$ cat src/jsu_pkg.sv
package jsu_pkg;

    // Result kinds (carried on tuser)
    localparam logic [1:0] KIND_DATA = 2'd0;
    localparam logic [1:0] KIND_DONE = 2'd1;
    localparam logic [1:0] KIND_ERR  = 2'd2;

    // Error codes
    localparam logic [2:0] ERR_UNTERMINATED = 3'd0;
    localparam logic [2:0] ERR_TRUNCATED    = 3'd1;
    localparam logic [2:0] ERR_UNPAIRED_HI  = 3'd2;
    localparam logic [2:0] ERR_BAD_LOW      = 3'd3;
    localparam logic [2:0] ERR_LONE_LOW     = 3'd4;
    localparam logic [2:0] ERR_BAD_ESCAPE   = 3'd5;
    localparam logic [2:0] ERR_BAD_HEX      = 3'd6;

    // Queue between decoder and serializer
    localparam int QDEPTH = 4;
    localparam int QPTR_W = $clog2(QDEPTH);
    localparam int QCNT_W = $clog2(QDEPTH + 1);

    // Results caused by one input beat: data bytes first, then an optional
    // done or error result
    typedef struct packed {
        logic [2:0]      data_cnt;
        logic [3:0][7:0] data;
        logic            ctl_en;
        logic [1:0]      ctl_kind;
        logic [2:0]      ctl_code;
    } jsu_rec_t;

    function automatic logic [2:0] rec_total(input jsu_rec_t r);
        return r.data_cnt + {2'b00, r.ctl_en};
    endfunction

endpackage

$ cat src/json_string_unescape_to_utf8.sv
// An accepted byte's record is written into the record queue and is then loaded into
// the serializer's current-record register, from which its results are offered.
// Throughput: one input byte per cycle while each byte yields at most one result
// and m_tready is high; results leave one per cycle while m_tready is high, so a \u escape
// that yields several UTF-8 bytes holds input back once the four-entry record queue fills.
// Reset: aresetn low at a clock edge returns the decoder to the string body,
// empties the queue and drops any result in flight.
module json_string_unescape_to_utf8 (
    input  logic        aclk,
    input  logic        aresetn,
    input  logic        s_tvalid,
    output logic        s_tready,
    input  logic [7:0]  s_tdata,   // [7:0] text_byte
    input  logic        s_tlast,   // line_last
    output logic        m_tvalid,
    input  logic        m_tready,
    output logic [15:0] m_tdata,   // [7:0] out_byte, [10:8] error_code, rest zero
    output logic [1:0]  m_tuser,   // [1:0] kind
    output logic        m_tlast    // run_last
);
    import jsu_pkg::*;

    jsu_rec_t push_rec, head_rec;
    logic     push, full, pop, head_valid;

    jsu_front u_front (
        .aclk     (aclk),
        .aresetn  (aresetn),
        .s_tvalid (s_tvalid),
        .s_tready (s_tready),
        .s_tdata  (s_tdata),
        .s_tlast  (s_tlast),
        .q_full   (full),
        .q_push   (push),
        .q_rec    (push_rec)
    );

    jsu_queue u_queue (
        .aclk       (aclk),
        .aresetn    (aresetn),
        .push       (push),
        .push_rec   (push_rec),
        .full       (full),
        .pop        (pop),
        .head_valid (head_valid),
        .head_rec   (head_rec)
    );

    jsu_back u_back (
        .aclk       (aclk),
        .aresetn    (aresetn),
        .head_valid (head_valid),
        .head_rec   (head_rec),
        .pop        (pop),
        .m_tvalid   (m_tvalid),
        .m_tready   (m_tready),
        .m_tdata    (m_tdata),
        .m_tuser    (m_tuser),
        .m_tlast    (m_tlast)
    );

endmodule

$ cat src/jsu_front.sv
module jsu_front (
    input  logic             aclk,
    input  logic             aresetn,
    input  logic             s_tvalid,
    output logic             s_tready,
    input  logic [7:0]       s_tdata,   // [7:0] text_byte
    input  logic             s_tlast,   // line_last
    input  logic             q_full,
    output logic             q_push,
    output jsu_pkg::jsu_rec_t q_rec
);
    import jsu_pkg::*;

    typedef enum logic [3:0] {
        PH_BODY, PH_ESC, PH_HEX1, PH_HEX2, PH_HEX3, PH_HEX4,
        PH_WANT_BS, PH_WANT_U, PH_LOW1, PH_LOW2, PH_LOW3, PH_LOW4, PH_DONE
    } phase_t;

    localparam logic [7:0] CH_QUOTE = 8'h22;
    localparam logic [7:0] CH_BSL   = 8'h5C;
    localparam logic [7:0] CH_U     = 8'h75;

    phase_t      phase_reg, phase_next, phase_mid;
    logic [15:0] acc_reg, acc_next;
    logic [15:0] held_reg, held_next;
    logic [15:0] acc_shift;
    logic [4:0]  hex_dig;
    logic [20:0] pair_cp;
    logic [20:0] enc_cp;
    logic [2:0]  enc_cnt;
    logic [3:0][7:0] enc_bytes;
    logic        beat;
    jsu_rec_t    rec;

    // Hex digit: bit 4 flags a valid digit
    function automatic logic [4:0] hex_value(input logic [7:0] b);
        logic [4:0] r;
        r = 5'd0;
        if (b >= 8'h30 && b <= 8'h39) r = {1'b1, 4'(b - 8'h30)};
        else if (b >= 8'h61 && b <= 8'h66) r = {1'b1, 4'(b - 8'h57)};
        else if (b >= 8'h41 && b <= 8'h46) r = {1'b1, 4'(b - 8'h37)};
        return r;
    endfunction

    assign s_tready  = !q_full;
    assign beat      = s_tvalid && s_tready;
    assign hex_dig   = hex_value(s_tdata);
    assign acc_shift = {acc_reg[11:0], hex_dig[3:0]};
    assign pair_cp   = 21'h10000 + {1'b0, held_reg[9:0], acc_shift[9:0]};

    // Pick the code point and encode it as UTF-8
    always_comb begin
        if (phase_reg == PH_LOW4) enc_cp = pair_cp;
        else enc_cp = {5'd0, acc_shift};
        enc_bytes = '0;
        if (enc_cp < 21'h80) begin
            enc_cnt      = 3'd1;
            enc_bytes[0] = enc_cp[7:0];
        end else if (enc_cp < 21'h800) begin
            enc_cnt      = 3'd2;
            enc_bytes[0] = {3'b110, enc_cp[10:6]};
            enc_bytes[1] = {2'b10, enc_cp[5:0]};
        end else if (enc_cp < 21'h10000) begin
            enc_cnt      = 3'd3;
            enc_bytes[0] = {4'b1110, enc_cp[15:12]};
            enc_bytes[1] = {2'b10, enc_cp[11:6]};
            enc_bytes[2] = {2'b10, enc_cp[5:0]};
        end else begin
            enc_cnt      = 3'd4;
            enc_bytes[0] = {5'b11110, enc_cp[20:18]};
            enc_bytes[1] = {2'b10, enc_cp[17:12]};
            enc_bytes[2] = {2'b10, enc_cp[11:6]};
            enc_bytes[3] = {2'b10, enc_cp[5:0]};
        end
    end

    // Classify the byte and build its result record
    always_comb begin
        phase_mid = phase_reg;
        acc_next  = acc_reg;
        held_next = held_reg;
        rec       = '0;
        case (phase_reg)
            PH_BODY: begin
                if (s_tdata == CH_QUOTE) begin
                    rec.ctl_en   = 1'b1;
                    rec.ctl_kind = KIND_DONE;
                    phase_mid    = PH_DONE;
                end else if (s_tdata == CH_BSL) begin
                    phase_mid = PH_ESC;
                end else begin
                    rec.data_cnt = 3'd1;
                    rec.data[0]  = s_tdata;
                end
            end
            PH_ESC: begin
                phase_mid    = PH_BODY;
                rec.data_cnt = 3'd1;
                case (s_tdata)
                    8'h6E: rec.data[0] = 8'h0A;
                    8'h74: rec.data[0] = 8'h09;
                    8'h72: rec.data[0] = 8'h0D;
                    8'h62: rec.data[0] = 8'h08;
                    8'h66: rec.data[0] = 8'h0C;
                    8'h2F, CH_QUOTE, CH_BSL: rec.data[0] = s_tdata;
                    CH_U: begin
                        rec.data_cnt = 3'd0;
                        acc_next     = '0;
                        phase_mid    = PH_HEX1;
                    end
                    default: begin
                        rec.data_cnt = 3'd0;
                        rec.ctl_en   = 1'b1;
                        rec.ctl_kind = KIND_ERR;
                        rec.ctl_code = ERR_BAD_ESCAPE;
                        phase_mid    = PH_DONE;
                    end
                endcase
            end
            PH_HEX1, PH_HEX2, PH_HEX3, PH_HEX4,
            PH_LOW1, PH_LOW2, PH_LOW3, PH_LOW4: begin
                if (!s_tlast) begin
                    if (!hex_dig[4]) begin
                        rec.ctl_en   = 1'b1;
                        rec.ctl_kind = KIND_ERR;
                        rec.ctl_code = ERR_BAD_HEX;
                        phase_mid    = PH_DONE;
                    end else begin
                        acc_next = acc_shift;
                        case (phase_reg)
                            PH_HEX1: phase_mid = PH_HEX2;
                            PH_HEX2: phase_mid = PH_HEX3;
                            PH_HEX3: phase_mid = PH_HEX4;
                            PH_LOW1: phase_mid = PH_LOW2;
                            PH_LOW2: phase_mid = PH_LOW3;
                            PH_LOW3: phase_mid = PH_LOW4;
                            PH_HEX4: begin
                                if (acc_shift[15:10] == 6'b110110) begin
                                    held_next = acc_shift;
                                    phase_mid = PH_WANT_BS;
                                end else if (acc_shift[15:10] == 6'b110111) begin
                                    rec.ctl_en   = 1'b1;
                                    rec.ctl_kind = KIND_ERR;
                                    rec.ctl_code = ERR_LONE_LOW;
                                    phase_mid    = PH_DONE;
                                end else begin
                                    rec.data_cnt = enc_cnt;
                                    rec.data     = enc_bytes;
                                    phase_mid    = PH_BODY;
                                end
                            end
                            default: begin
                                // last low digit: must land in the low range
                                if (acc_shift[15:10] != 6'b110111) begin
                                    rec.ctl_en   = 1'b1;
                                    rec.ctl_kind = KIND_ERR;
                                    rec.ctl_code = ERR_BAD_LOW;
                                    phase_mid    = PH_DONE;
                                end else begin
                                    rec.data_cnt = enc_cnt;
                                    rec.data     = enc_bytes;
                                    phase_mid    = PH_BODY;
                                end
                            end
                        endcase
                    end
                end
            end
            PH_WANT_BS, PH_WANT_U: begin
                if (!s_tlast) begin
                    if (phase_reg == PH_WANT_BS && s_tdata == CH_BSL) begin
                        phase_mid = PH_WANT_U;
                    end else if (phase_reg == PH_WANT_U && s_tdata == CH_U) begin
                        acc_next  = '0;
                        phase_mid = PH_LOW1;
                    end else begin
                        rec.ctl_en   = 1'b1;
                        rec.ctl_kind = KIND_ERR;
                        rec.ctl_code = ERR_UNPAIRED_HI;
                        phase_mid    = PH_DONE;
                    end
                end
            end
            default: ;
        endcase

        // End of line: report what was left open, then return to reset state
        phase_next = phase_mid;
        if (s_tlast) begin
            case (phase_mid)
                PH_BODY, PH_ESC: begin
                    rec.ctl_en   = 1'b1;
                    rec.ctl_kind = KIND_ERR;
                    rec.ctl_code = ERR_UNTERMINATED;
                end
                PH_HEX1, PH_HEX2, PH_HEX3, PH_HEX4: begin
                    rec.ctl_en   = 1'b1;
                    rec.ctl_kind = KIND_ERR;
                    rec.ctl_code = ERR_TRUNCATED;
                end
                PH_WANT_BS, PH_WANT_U, PH_LOW1, PH_LOW2, PH_LOW3, PH_LOW4: begin
                    rec.ctl_en   = 1'b1;
                    rec.ctl_kind = KIND_ERR;
                    rec.ctl_code = ERR_UNPAIRED_HI;
                end
                default: ;
            endcase
            phase_next = PH_BODY;
            acc_next   = '0;
            held_next  = '0;
        end
    end

    assign q_push = beat && (rec_total(rec) != 3'd0);
    assign q_rec  = rec;

    // Hold decoder state, advance on each accepted beat
    always_ff @(posedge aclk) begin
        if (!aresetn) begin
            phase_reg <= PH_BODY;
            acc_reg   <= '0;
            held_reg  <= '0;
        end else if (beat) begin
            phase_reg <= phase_next;
            acc_reg   <= acc_next;
            held_reg  <= held_next;
        end
    end

endmodule

$ cat src/jsu_queue.sv
module jsu_queue (
    input  logic              aclk,
    input  logic              aresetn,
    input  logic              push,
    input  jsu_pkg::jsu_rec_t push_rec,
    output logic              full,
    input  logic              pop,
    output logic              head_valid,
    output jsu_pkg::jsu_rec_t head_rec
);
    import jsu_pkg::*;

    jsu_rec_t           entry_reg [QDEPTH];
    logic [QPTR_W-1:0]  wr_ptr_reg, rd_ptr_reg;
    logic [QCNT_W-1:0]  count_reg, count_next;
    logic               do_push, do_pop;

    assign full       = (count_reg == QCNT_W'(QDEPTH));
    assign head_valid = (count_reg != '0);
    assign head_rec   = entry_reg[rd_ptr_reg];
    assign do_push    = push && !full;
    assign do_pop     = pop && head_valid;

    always_comb begin
        count_next = count_reg;
        if (do_push && !do_pop) count_next = count_reg + 1'b1;
        else if (do_pop && !do_push) count_next = count_reg - 1'b1;
    end

    // Store records
    always_ff @(posedge aclk) begin
        if (do_push) entry_reg[wr_ptr_reg] <= push_rec;
    end

    // Advance pointers and fill count
    always_ff @(posedge aclk) begin
        if (!aresetn) begin
            wr_ptr_reg <= '0;
            rd_ptr_reg <= '0;
            count_reg  <= '0;
        end else begin
            if (do_push) wr_ptr_reg <= wr_ptr_reg + 1'b1;
            if (do_pop) rd_ptr_reg <= rd_ptr_reg + 1'b1;
            count_reg <= count_next;
        end
    end

endmodule

$ cat src/jsu_back.sv
module jsu_back (
    input  logic              aclk,
    input  logic              aresetn,
    input  logic              head_valid,
    input  jsu_pkg::jsu_rec_t head_rec,
    output logic              pop,
    output logic              m_tvalid,
    input  logic              m_tready,
    output logic [15:0]       m_tdata,   // [7:0] out_byte, [10:8] error_code, rest zero
    output logic [1:0]        m_tuser,   // [1:0] kind
    output logic              m_tlast    // run_last
);
    import jsu_pkg::*;

    jsu_rec_t   cur_reg;
    logic       cur_valid_reg;
    logic [1:0] idx_reg;
    logic [2:0] total;
    logic       is_data;
    logic       run_end;
    logic       out_beat;

    assign total    = rec_total(cur_reg);
    assign is_data  = ({1'b0, idx_reg} < cur_reg.data_cnt);
    assign run_end  = ({1'b0, idx_reg} == total - 3'd1);
    assign out_beat = m_tvalid && m_tready;
    assign pop      = head_valid && (!cur_valid_reg || (out_beat && run_end));

    // Select the current result of the record
    assign m_tvalid = cur_valid_reg;
    assign m_tlast  = run_end;
    assign m_tuser  = is_data ? KIND_DATA : cur_reg.ctl_kind;
    assign m_tdata  = is_data ? {8'd0, cur_reg.data[idx_reg]}
                              : {5'd0, cur_reg.ctl_code, 8'd0};

    // Load a record, step through its results
    always_ff @(posedge aclk) begin
        if (!aresetn) begin
            cur_valid_reg <= 1'b0;
            idx_reg       <= '0;
        end else if (pop) begin
            cur_valid_reg <= 1'b1;
            idx_reg       <= '0;
        end else if (out_beat) begin
            if (run_end) cur_valid_reg <= 1'b0;
            idx_reg <= idx_reg + 1'b1;
        end
    end

    always_ff @(posedge aclk) begin
        if (pop) cur_reg <= head_rec;
    end

endmodule

$ cat config.mk
export PLATFORM = sky130hd
export DESIGN_NAME = json_string_unescape_to_utf8
export DESIGN_NICKNAME = d
export VERILOG_FILES = /design/src/jsu_pkg.sv /design/src/json_string_unescape_to_utf8.sv /design/src/jsu_front.sv /design/src/jsu_queue.sv /design/src/jsu_back.sv
export SDC_FILE = /design/constraint.sdc
export NUM_CORES = 1
export LEC_CHECK = 0
export ABC_CLOCK_PERIOD_IN_PS = 10600
export BUFFER_PORTS_ARGS = -buffer_cell sky130_fd_sc_hd__buf_2
export CORE_ASPECT_RATIO = 0.75
export CORE_UTILIZATION = 60
export DETAILED_ROUTE_END_ITERATION = 12
export GPL_TIMING_DRIVEN = 0
export PLACE_DENSITY = 0.77
export SYNTH_ARGS = -nofsm -noshare
export SYNTH_HDL_FRONTEND = slang
export SYNTH_SLANG_ARGS = --single-unit
$ cat constraint.sdc
create_clock -name aclk -period 10.6 [get_ports aclk]
set_clock_uncertainty 0.1 [all_clocks]
set_input_delay 1.06 -clock aclk [delete_from_list [all_inputs] [get_ports aclk]]
set_output_delay 1.06 -clock aclk [all_outputs]
set_load 0.02 [all_outputs]
==> results of run 1 <==
==> cells in the mapped netlist, types with 7 or more instances <==
library cell | instances | area [µm²]
xnor2_1 | 8 | 70.1
dfxtp_1 | 36 | 721
o211ai_1 | 7 | 52.6
buf_2 | 7 | 35.0
nor2b_1 | 27 | 169
edfxtp_1 | 190 | 5710
o21ai_0 | 30 | 150
clkbuf_1 | 22 | 82.6
a22oi_1 | 20 | 150
and3_1 | 8 | 50.1
nor3_1 | 14 | 70.1
and2_1 | 17 | 106
a21oi_1 | 17 | 85.1
ha_1 | 15 | 188
nor2_1 | 46 | 173
nand3_1 | 21 | 105
inv_1 | 15 | 56.3
mux4_2 | 45 | 1010
nand2_1 | 49 | 184
==> power by group <==
group | internal (mW) | leakage [nW] | switching (mW)
Combinational | 0.259 | 1.44 | 0.376
Sequential | 1.17 | 1.97 | 0.0584
Clock | 0.456 | 0.351 | 0.328
==> cells by family after synthesis <==
group	after synthesis
adder cells (fa/ha/maj)	17
buffers and inverters	56
multiplexers	49
AO/OA/AOI/OAI	136
other	1
AND/OR/NAND/NOR	223
flip-flops	226
XOR/XNOR	14
==> how the worst min path moves through the flow <==
stage,start,depth (start not counted),slack [ns],end
6_report,u_front.acc_reg[10],2,0.39,u_front.acc_reg[10]
5_1_grt,u_front.acc_reg[9],2,0.43,u_front.acc_reg[9]
4_1_cts,u_front.acc_reg[10],2,0.39,u_front.acc_reg[10]
3_5_place_dp,u_front.acc_reg[10],2,0.38,u_front.acc_reg[10]
3_3_place_gp,u_front.acc_reg[10],2,0.38,u_front.acc_reg[10]
2_1_floorplan,u_front.acc_reg[10],2,0.35,u_front.acc_reg[10]
==> stage by stage <==
step,std cells,cell area [µm²],utilization [%],setup WS (ns)
after floorplan,726,10200,-,5.30
after global placement,962,10600,65.2,3.67
after detailed placement,967,10800,65.9,4.31
after CTS,1006,11500,70.3,4.79
after global routing,1006,11500,70.3,4.47
final,1006,11500,70.3,4.67
==> metal layers <==
layer,GRT usage (%),routed length [µm]
met1,42.7,10900
met2,49.4,11900
met3,4.33,2070
met4,8.08,580
met5,0,13
==> layout make-up <==
type,count,area share [%]
sequential,226,56.0
buffer,41,1.71
multi-input combinational,444,31.2
timing repair buffer,31,2.07
inverter,15,0.491
clock buffer,25,4.89
tap,210,2.29
clock inverter,14,1.38
==> tightest hold or removal path, cell delays in order, from the launching register on <==
cell	delay, ns
dfxtp_1	0.33
nand2_1	0.06
o21ai_0	0.06
==> out/qor.csv, run 1 <==
metric,value,unit
status,"finished, final reports clean",
synth_edf_count,190,
antenna_left,0,
core_area,0.0163,mm²
cpMaxStageDelayCell,or4_4,
max-cap-violations,0,
fp.dieH,115,µm
synth-main-ff-cell,edfxtp_1,
r2r-start,u_front.phase_reg[2],
fin_hold_ws,0.392,ns
grt_setup_unrepaired,false,
grt_usage,30.0,%
antenna_cells,0,
drv_slew,0,
root_buffer,clkbuf_16,
cts_tree,built,
fin_crit,5.93,ns
crit_family,compound AO/OA/AOI/OAI gates,
fillers,1075,
hp-class,reg2reg,
numCtsBuffers,22,
synth_adder_area_share,2.14,%
critical_path.max_fanout,8,
viasPerCell,6.66,
seq_area,0.00643,mm²
cp.required,10.93,ns
final_layout_size_suffix_gt1_share,17.8,%
vias,6704,
drt_wl_total,25.5,mm
chipWidth,153,µm
slew_headroom,27.3,%
path_class,in2reg,
synthMuxAreaShare,10.3,%
antenna_found_initial,1,
r2r_cells,16,
synth_async_sr_flop_share,0,%
first_global_vias,6514,
netlist_instances,722,
total_power,2.65,mW
final_nets,810,
area_growth_syn_to_layout,12.2,%
endpoint_kind,register,
drt_iter0_drc,720,
ys_seq_area_share,62.8,%
path_cells,"buf_2, inv_1, ha_1, o21bai_1, a21oi_2, o21bai_2, nand2_2, a221oi_1, a21o_1, nand3b_1, ha_1, ha_1, or4_4, a31oi_4, ha_1, inv_1, fa_1, xor2_1, or3_1, a21boi_0",
crit_top_cell,ha_1,
tightest_slew,1.08,ns
yosysWarnings,0,
postCtsSetupBuffers,0,
post_cts_resized,0,
clk_latency,0.51,ns
start_util,62.7,%
cp-startpoint,s_tdata[0],
die-area,0.0176,mm²
cts_hold_buf,0,
drc,0,
leakage,3.76,nW
synth-xor-area-share,1.20,%
r2r_end,u_queue.count_reg[2],
crit_cells,20,
layout_common_cells,"edfxtp_1, nand2_1, nor2_1",
hold_viol_final,0,
grt_overflow,0,
drt-pass1-iter-count,8,
timing.reg2reg.setup_slack,5.30,ns
place_hpwl,17.4,mm
h-tree-depth,1,
synthSimpleGateAreaFrac,11.5,%
cp-start-kind,primary input,
timing.fmax,169,MHz
crit_arrival,6.26,ns
finalSetupViolations,0,
vdd_drop_max,0.138,mV
crit_buf_inv,3,
min_period_over_period,55.9,%
grt_max_degree,30,
crit_end,u_queue.count_reg[2],
max_stage_delay,0.54,ns
ys_types,74,
synth_top_family_by_area,simple AND/OR/NAND/NOR gates,
layout_commonest_cell,edfxtp_1,
path_clk_slew,0.06,ns
power-per-cell-area,231,mW/mm²
io_buffers,26,
largest_reg_flops,152,
multi_input_area,0.00358,mm²
wl_per_cell,25.3,µm
clkSinkCount,226,
gp_congestion,0.958,
ios,34,
synth_compound_area_share,9.46,%
synth_seq_cells,226,
ctsLongestPathBuffers,3,
synth_area,0.0102,mm²
synth.avg_cell_area,14.2,µm²
row_count,40,
fin_tns_setup,0,ns
grt_pass1_wl,38.9,mm
No activity file was read; power rests on OpenSTA's default activity.
==> run 2: changes to the inputs <==
--- a/config.mk
+++ b/config.mk
@@ -5,7 +5,8 @@
 export SDC_FILE = /design/constraint.sdc
 export NUM_CORES = 1
 export LEC_CHECK = 0
-export ABC_CLOCK_PERIOD_IN_PS = 10600
+export ABC_AREA = 1
+export ABC_CLOCK_PERIOD_IN_PS = 5600
 export BUFFER_PORTS_ARGS = -buffer_cell sky130_fd_sc_hd__buf_2
 export CORE_ASPECT_RATIO = 0.75
 export CORE_UTILIZATION = 60
==> constraint.sdc (replaced) <==
create_clock -name aclk -period 5.6 [get_ports aclk]
set_clock_uncertainty 0.1 [all_clocks]
set_input_delay 0.56 -clock aclk [delete_from_list [all_inputs] [get_ports aclk]]
set_output_delay 0.56 -clock aclk [all_outputs]
set_load 0.02 [all_outputs]
==> run 2 against run 1 <==
Die area rose by 2.7%; routed wire length increased by 4.1%; synthesized cell count is 47% higher; sequential share of layout area fell by 1.4 points; register-to-register slack lost 4.2 ns; sequential power grew 85%; area after synthesis is 2.8% higher; global-route usage is 0.13 points higher; largest cell class unchanged; largest power group unchanged.
==> out/qor.csv, run 2 <==
metric,value,unit
synth_edf_count,190,
leakage,4.48,nW
r2r_end,u_queue.count_reg[2],
hp-class,in2reg,
fin_tns_setup,0,ns
grt_overflow,0,
yosysTopAreaCellShare,54.3,%
power-per-cell-area,431,mW/mm²
viasPerCell,5.89,
seq_area,0.00643,mm²
grt_max_degree,28,
drt-pass1-iter-count,6,
final_layout_size_suffix_gt1_share,10.6,%
antenna_found_initial,2,
postCtsSetupBuffers,0,
drv_slew,0,
status,"finished, final reports clean",
wl_per_cell,19.3,µm
synthTopCellsByCount,"nor2_1, edfxtp_1, nand2_1",
cpMaxStageDelayCell,fa_1,
timing.fmax,221,MHz
post_cts_resized,0,
cts_tree,built,
largest_reg_flops,152,
cp.required,5.95,ns
hold_viol_final,0,
hold_path_end,u_queue.count_reg[2],
vias,8083,
min_path_cells,3,
synth_seq_cells,226,
numCtsBuffers,22,
yosysWarnings,0,
crit_arrival,4.87,ns
synth-main-ff-cell,edfxtp_1,
max_stage_delay,0.38,ns
r2r-start,u_front.phase_reg[2],
h-tree-depth,1,
path_class,reg2reg,
vdd_drop_max,0.262,mV
final_nets,1151,
ios,34,
root_buffer,clkbuf_16,
ctsLongestPathBuffers,3,
max-cap-violations,0,
timing.reg2reg.setup_slack,1.08,ns
grt_usage,30.2,%
finalSetupViolations,0,
cp-start-kind,register,
total_power,5.08,mW
drt_iter0_drc,866,
min_period_over_period,80.7,%
io_buffers,27,
drc,0,
area_growth_syn_to_layout,12.1,%
gp_congestion,1.00,
ys_seq_area_share,61.1,%
antenna_cells,0,
grt_setup_unrepaired,false,
synth_area,0.0105,mm²
fp.dieH,117,µm
chipWidth,155,µm
synth_area_leaders,"edfxtp_1, nor2_1, dfxtp_1",
netlist_instances,1062,
first_global_vias,7530,
layout_common_cells,"nor2_1, edfxtp_1, nand2_1",
endpoint_kind,register,
row_count,41,
core_area,0.0170,mm²
critical_path.max_fanout,8,
tightest_slew,0.805,ns
yosysTopAreaCell,edfxtp_1,
fillers,1248,
fin_crit,4.52,ns
crit_top_cell,nand2_1,
multi_input_area,0.00352,mm²
synth_async_sr_flop_share,0,%
cts_hold_buf,0,
min-delay-start,aresetn,
layout_commonest_cell,nor2_1,
slew_headroom,46.0,%
r2r_cells,26,
place_hpwl,18.2,mm
synth.avg_cell_area,9.90,µm²
die-area,0.0181,mm²
start_util,61.9,%
drt_wl_total,26.5,mm
clkSinkCount,226,
antenna_left,0,
yosysMostFrequentCell,nor2_1,
grt_pass1_wl,40.8,mm
path_clk_slew,0.06,ns
clk_latency,0.51,ns
ys_types,44,
[run 2: cell types whose count changed after synthesis, moves of 17 or more]
cell,delta
o22ai_1,+33
mux4_2,-45
nand2_1,+85
and2_1,-17
o21ai_0,+90
nor2_1,+155
nor2b_1,-27
a21oi_1,+32
inv_1,+73
[run 2: worst max-delay path by stage]
stage	end	cells past startpoint	slack (ns)	startpoint
2_1_floorplan	u_queue.count_reg[1]	15	0.77	u_back.cur_reg[38]
3_3_place_gp	u_queue.entry_reg[3][35]	21	-1.27	s_tdata[0]
3_5_place_dp	u_queue.count_reg[1]	25	0.68	s_tdata[0]
4_1_cts	u_queue.entry_reg[0][9]	19	1.11	u_front.phase_reg[2]
5_1_grt	u_queue.count_reg[1]	22	0.72	u_front.phase_reg[2]
6_report	u_queue.count_reg[2]	26	1.08	u_front.phase_reg[2]
[run 2: critical path: cells and delay by family, from the launching register on]
kind	cells	cell delay (ns)
flip-flops	1	0.30
AO/OA/AOI/OAI	3	0.50
buffers and inverters	4	0.40
adder cells (fa/ha/maj)	4	1.05
AND/OR/NAND/NOR	15	2.14
[run 2: layout make-up]
| type | instances | share of cell area [%] |
|---|---|---|
| tap | 236 | 2.51 |
| inverter | 99 | 3.18 |
| clock inverter | 9 | 0.669 |
| clock buffer | 30 | 5.01 |
| sequential | 226 | 54.6 |
| timing repair buffer | 32 | 2.12 |
| multi-input combinational | 694 | 29.9 |
| buffer | 47 | 2.05 |
[run 2: through the flow]
step	worst slack (ns)	cell area [µm²]	utilization, %	cells	hold WS, ns
6_report	1.08	11800	69.4	1373	0.299
5_1_grt	0.721	11800	69.4	1373	0.316
4_1_cts	1.11	11800	69.4	1373	0.286
3_5_place_dp	0.678	11100	65.4	1334	0.358
3_3_place_gp	-1.27	11000	64.5	1329	0.356
2_1_floorplan	0.769	10500	-	1066	0.345
[run 2: logic make-up after synthesis]
logic type	synth area share, %
and+or+nand+nor	17.3
xor gates and xnor gates	0.583
buffers and inverters	5.86
other	0.0357
DFF	61.1
adders and majority gates	1.98
AOI/OAI and AO/OA	13.2
[run 2: report_power, final]
part,internal [mW],switching [mW]
sequential,2.17,0.0969
clock,0.786,0.602
combinational,0.415,1.01
[run 2: routing by layer]
| layer | up-vias | GRT usage, % | wire, µm |
|---|---|---|---|
| met5 | - | 0 | 22 |
| met4 | 4 | 10.8 | 800 |
| met3 | 70 | 5.38 | 2550 |
| met2 | 413 | 49.5 | 12000 |
| met1 | 3813 | 41.0 | 11200 |
| li1 | 3783 | - | - |
==> run 3: changes to the inputs <==
--- a/config.mk
+++ b/config.mk
@@ -6,13 +6,13 @@
 export NUM_CORES = 1
 export LEC_CHECK = 0
 export ABC_AREA = 1
-export ABC_CLOCK_PERIOD_IN_PS = 5600
+export ABC_CLOCK_PERIOD_IN_PS = 3800
 export BUFFER_PORTS_ARGS = -buffer_cell sky130_fd_sc_hd__buf_2
 export CORE_ASPECT_RATIO = 0.75
-export CORE_UTILIZATION = 60
+export CORE_UTILIZATION = 56
 export DETAILED_ROUTE_END_ITERATION = 12
 export GPL_TIMING_DRIVEN = 0
-export PLACE_DENSITY = 0.77
+export PLACE_DENSITY = 0.76
 export SYNTH_ARGS = -nofsm -noshare
 export SYNTH_HDL_FRONTEND = slang
 export SYNTH_SLANG_ARGS = --single-unit
==> constraint.sdc (replaced) <==
create_clock -name aclk -period 3.8 [get_ports aclk]
set_clock_uncertainty 0.1 [all_clocks]
set_input_delay 0.38 -clock aclk [delete_from_list [all_inputs] [get_ports aclk]]
set_output_delay 0.38 -clock aclk [all_outputs]
set_load 0.02 [all_outputs]
==> run 3 against run 2 <==
Power increased by 53%; hold slack lost 0.22 ns; non-clock buffer count is 37 higher; first-iteration DRC count rose by 15%; largest cell class unchanged; final cell count increased by 3.4%; worst setup slack got worse by 0.96 ns; largest power group unchanged; via count rose by 4.2%; register-to-register slack got worse by 0.96 ns; global-route usage down 1.7 points; flip-flop and latch count unchanged.
==> out/qor.csv, run 3 (synthesis gave the netlist of run 2 again) <==
metric,value,unit
final_nets,1190,
endpoint_kind,register,
grt_pass1_wl,42.0,mm
cp.required,4.16,ns
grt_max_degree,26,
r2r_cells,25,
first_global_vias,7718,
h-tree-depth,1,
fin_crit,3.68,ns
leakage,4.75,nW
r2r-start,u_front.phase_reg[0],
grt_overflow,0,
slew_headroom,33.7,%
viasPerCell,5.93,
wl_per_cell,19.5,µm
path_class,reg2reg,
timing.fmax,272,MHz
start_util,58.3,%
hold_path_end,u_back.m_tvalid,
cp-start-kind,register,
chipWidth,160,µm
timing.reg2reg.setup_slack,0.12,ns
antenna_cells,0,
numCtsBuffers,23,
path_clk_slew,0.06,ns
drt_iter0_drc,997,
vdd_drop_max,0.412,mV
root_buffer,clkbuf_16,
ios,34,
worst_slack,0.120,ns
power-per-cell-area,630,mW/mm²
finalSetupViolations,0,
largest_reg_flops,152,
row_count,42,
fp.dieH,121,µm
cts_tree,built,
dpl_worst_slack,-1.01,ns
max-cap-violations,0,
min-delay-start,m_tready,
hp-class,in2reg,
critical_path.max_fanout,7,
fin_cells,1420,
die-area,0.0193,mm²
final_layout_size_suffix_gt1_share,16.1,%
ctsLongestPathBuffers,3,
area_growth_syn_to_layout,17.3,%
min_path_cells,4,
clk_latency,0.53,ns
drt_wl_total,27.7,mm
antenna_found_initial,0,
io_buffers,27,
crit_arrival,4.04,ns
r2r_end,u_queue.count_reg[2],
fin_tns_setup,0,ns
grt_usage,28.5,%
vias,8422,
drc,0,
layout_common_cells,"nor2_1, edfxtp_1, nand2_1",
tightest_slew,0.993,ns
core_area,0.0180,mm²
gp_congestion,0.952,
antenna_left,0,
dp.cells,1339,
clkSinkCount,226,
min_period_over_period,96.8,%
cts_hold_buf,0,
status,"finished, final reports clean",
place_hpwl,18.5,mm
drv_slew,0,
drt-pass1-iter-count,6,
hold_viol_final,0,
run 3: how the worst max path moves through the flow:
stage	from	end	slack [ns]	cells past startpoint
final	u_front.phase_reg[0]	u_queue.count_reg[2]	0.12	25
after CTS	u_front.phase_reg[0]	u_queue.count_reg[2]	0.01	28
after detailed placement	s_tdata[0]	u_queue.count_reg[1]	-1.01	23
after global routing	u_front.phase_reg[2]	u_queue.count_reg[2]	-0.09	28
after global placement	s_tdata[0]	u_queue.entry_reg[3][25]	-1.82	21
after floorplan	s_tdata[0]	u_queue.entry_reg[0][0]	-0.19	18
run 3: final cells by class:
class	instances	area [µm²]
fillers	1361	5700
repair buffers	69	537
clock inverters	9	110
plain buffers	47	245
multi-input cells	695	3690
well taps	242	303
inverters	99	384
clock buffers	33	623
flip-flops and latches	226	6440
run 3: critical path: stages, from the launching register on:
cell	delay, ns
dfxtp_4	0.37
nor2_1	0.34
nand2_2	0.15
nand2_1	0.10
nor2_2	0.05
nand3_2	0.12
nor2_1	0.09
nor3_2	0.18
nand2_1	0.09
nand2_2	0.09
o221ai_4	0.14
ha_4	0.21
ha_4	0.15
inv_1	0.05
nand4_1	0.11
nand3_2	0.16
nand2_4	0.09
inv_4	0.08
ha_4	0.13
inv_4	0.04
fa_2	0.37
nor2_2	0.09
nor2_1	0.06
nand2_1	0.08
o21ai_1	0.06
a21oi_1	0.11
run 3: repair_timing:
item                                    in CTS  in global routing
pin swaps                                   13                 24
endpoints found under the setup margin     155                 67
resized for setup                           21                 37
setup buffers                               14                 23
gates cloned                                 1                  1
run 3: power breakdown:
part           internal [mW]  switching, mW  leakage [nW]
combinational          0.634           1.55          2.31
clock                   1.29          0.943         0.356
sequential              3.20          0.150          2.08
total                   5.12           2.64          4.75
run 3: per-stage QoR:
| stage | utilization (%) | total power [mW] | hold slack [ns] | cell area (µm²) |
|---|---|---|---|---|
| 6_report | 68.4 | 7.76 | 0.0782 | 12300 |
| 2_1_floorplan | - | 4.68 | 0.345 | 10500 |
| 4_1_cts | 66.7 | 7.68 | 0.0784 | 12000 |
| 3_3_place_gp | 60.9 | 5.35 | 0.357 | 11000 |
| 3_5_place_dp | 61.5 | 5.45 | 0.359 | 11100 |
| 5_1_grt | 68.4 | 8.10 | 0.111 | 12300 |
run 3: metal layers:
metal,track usage (%),up-vias,share of wire [%]
met3,5.11,62,11
met4,6.55,0,2.0
met5,0,-,0
met1,40.4,4017,41
li1,-,3869,-
met2,45.9,474,46
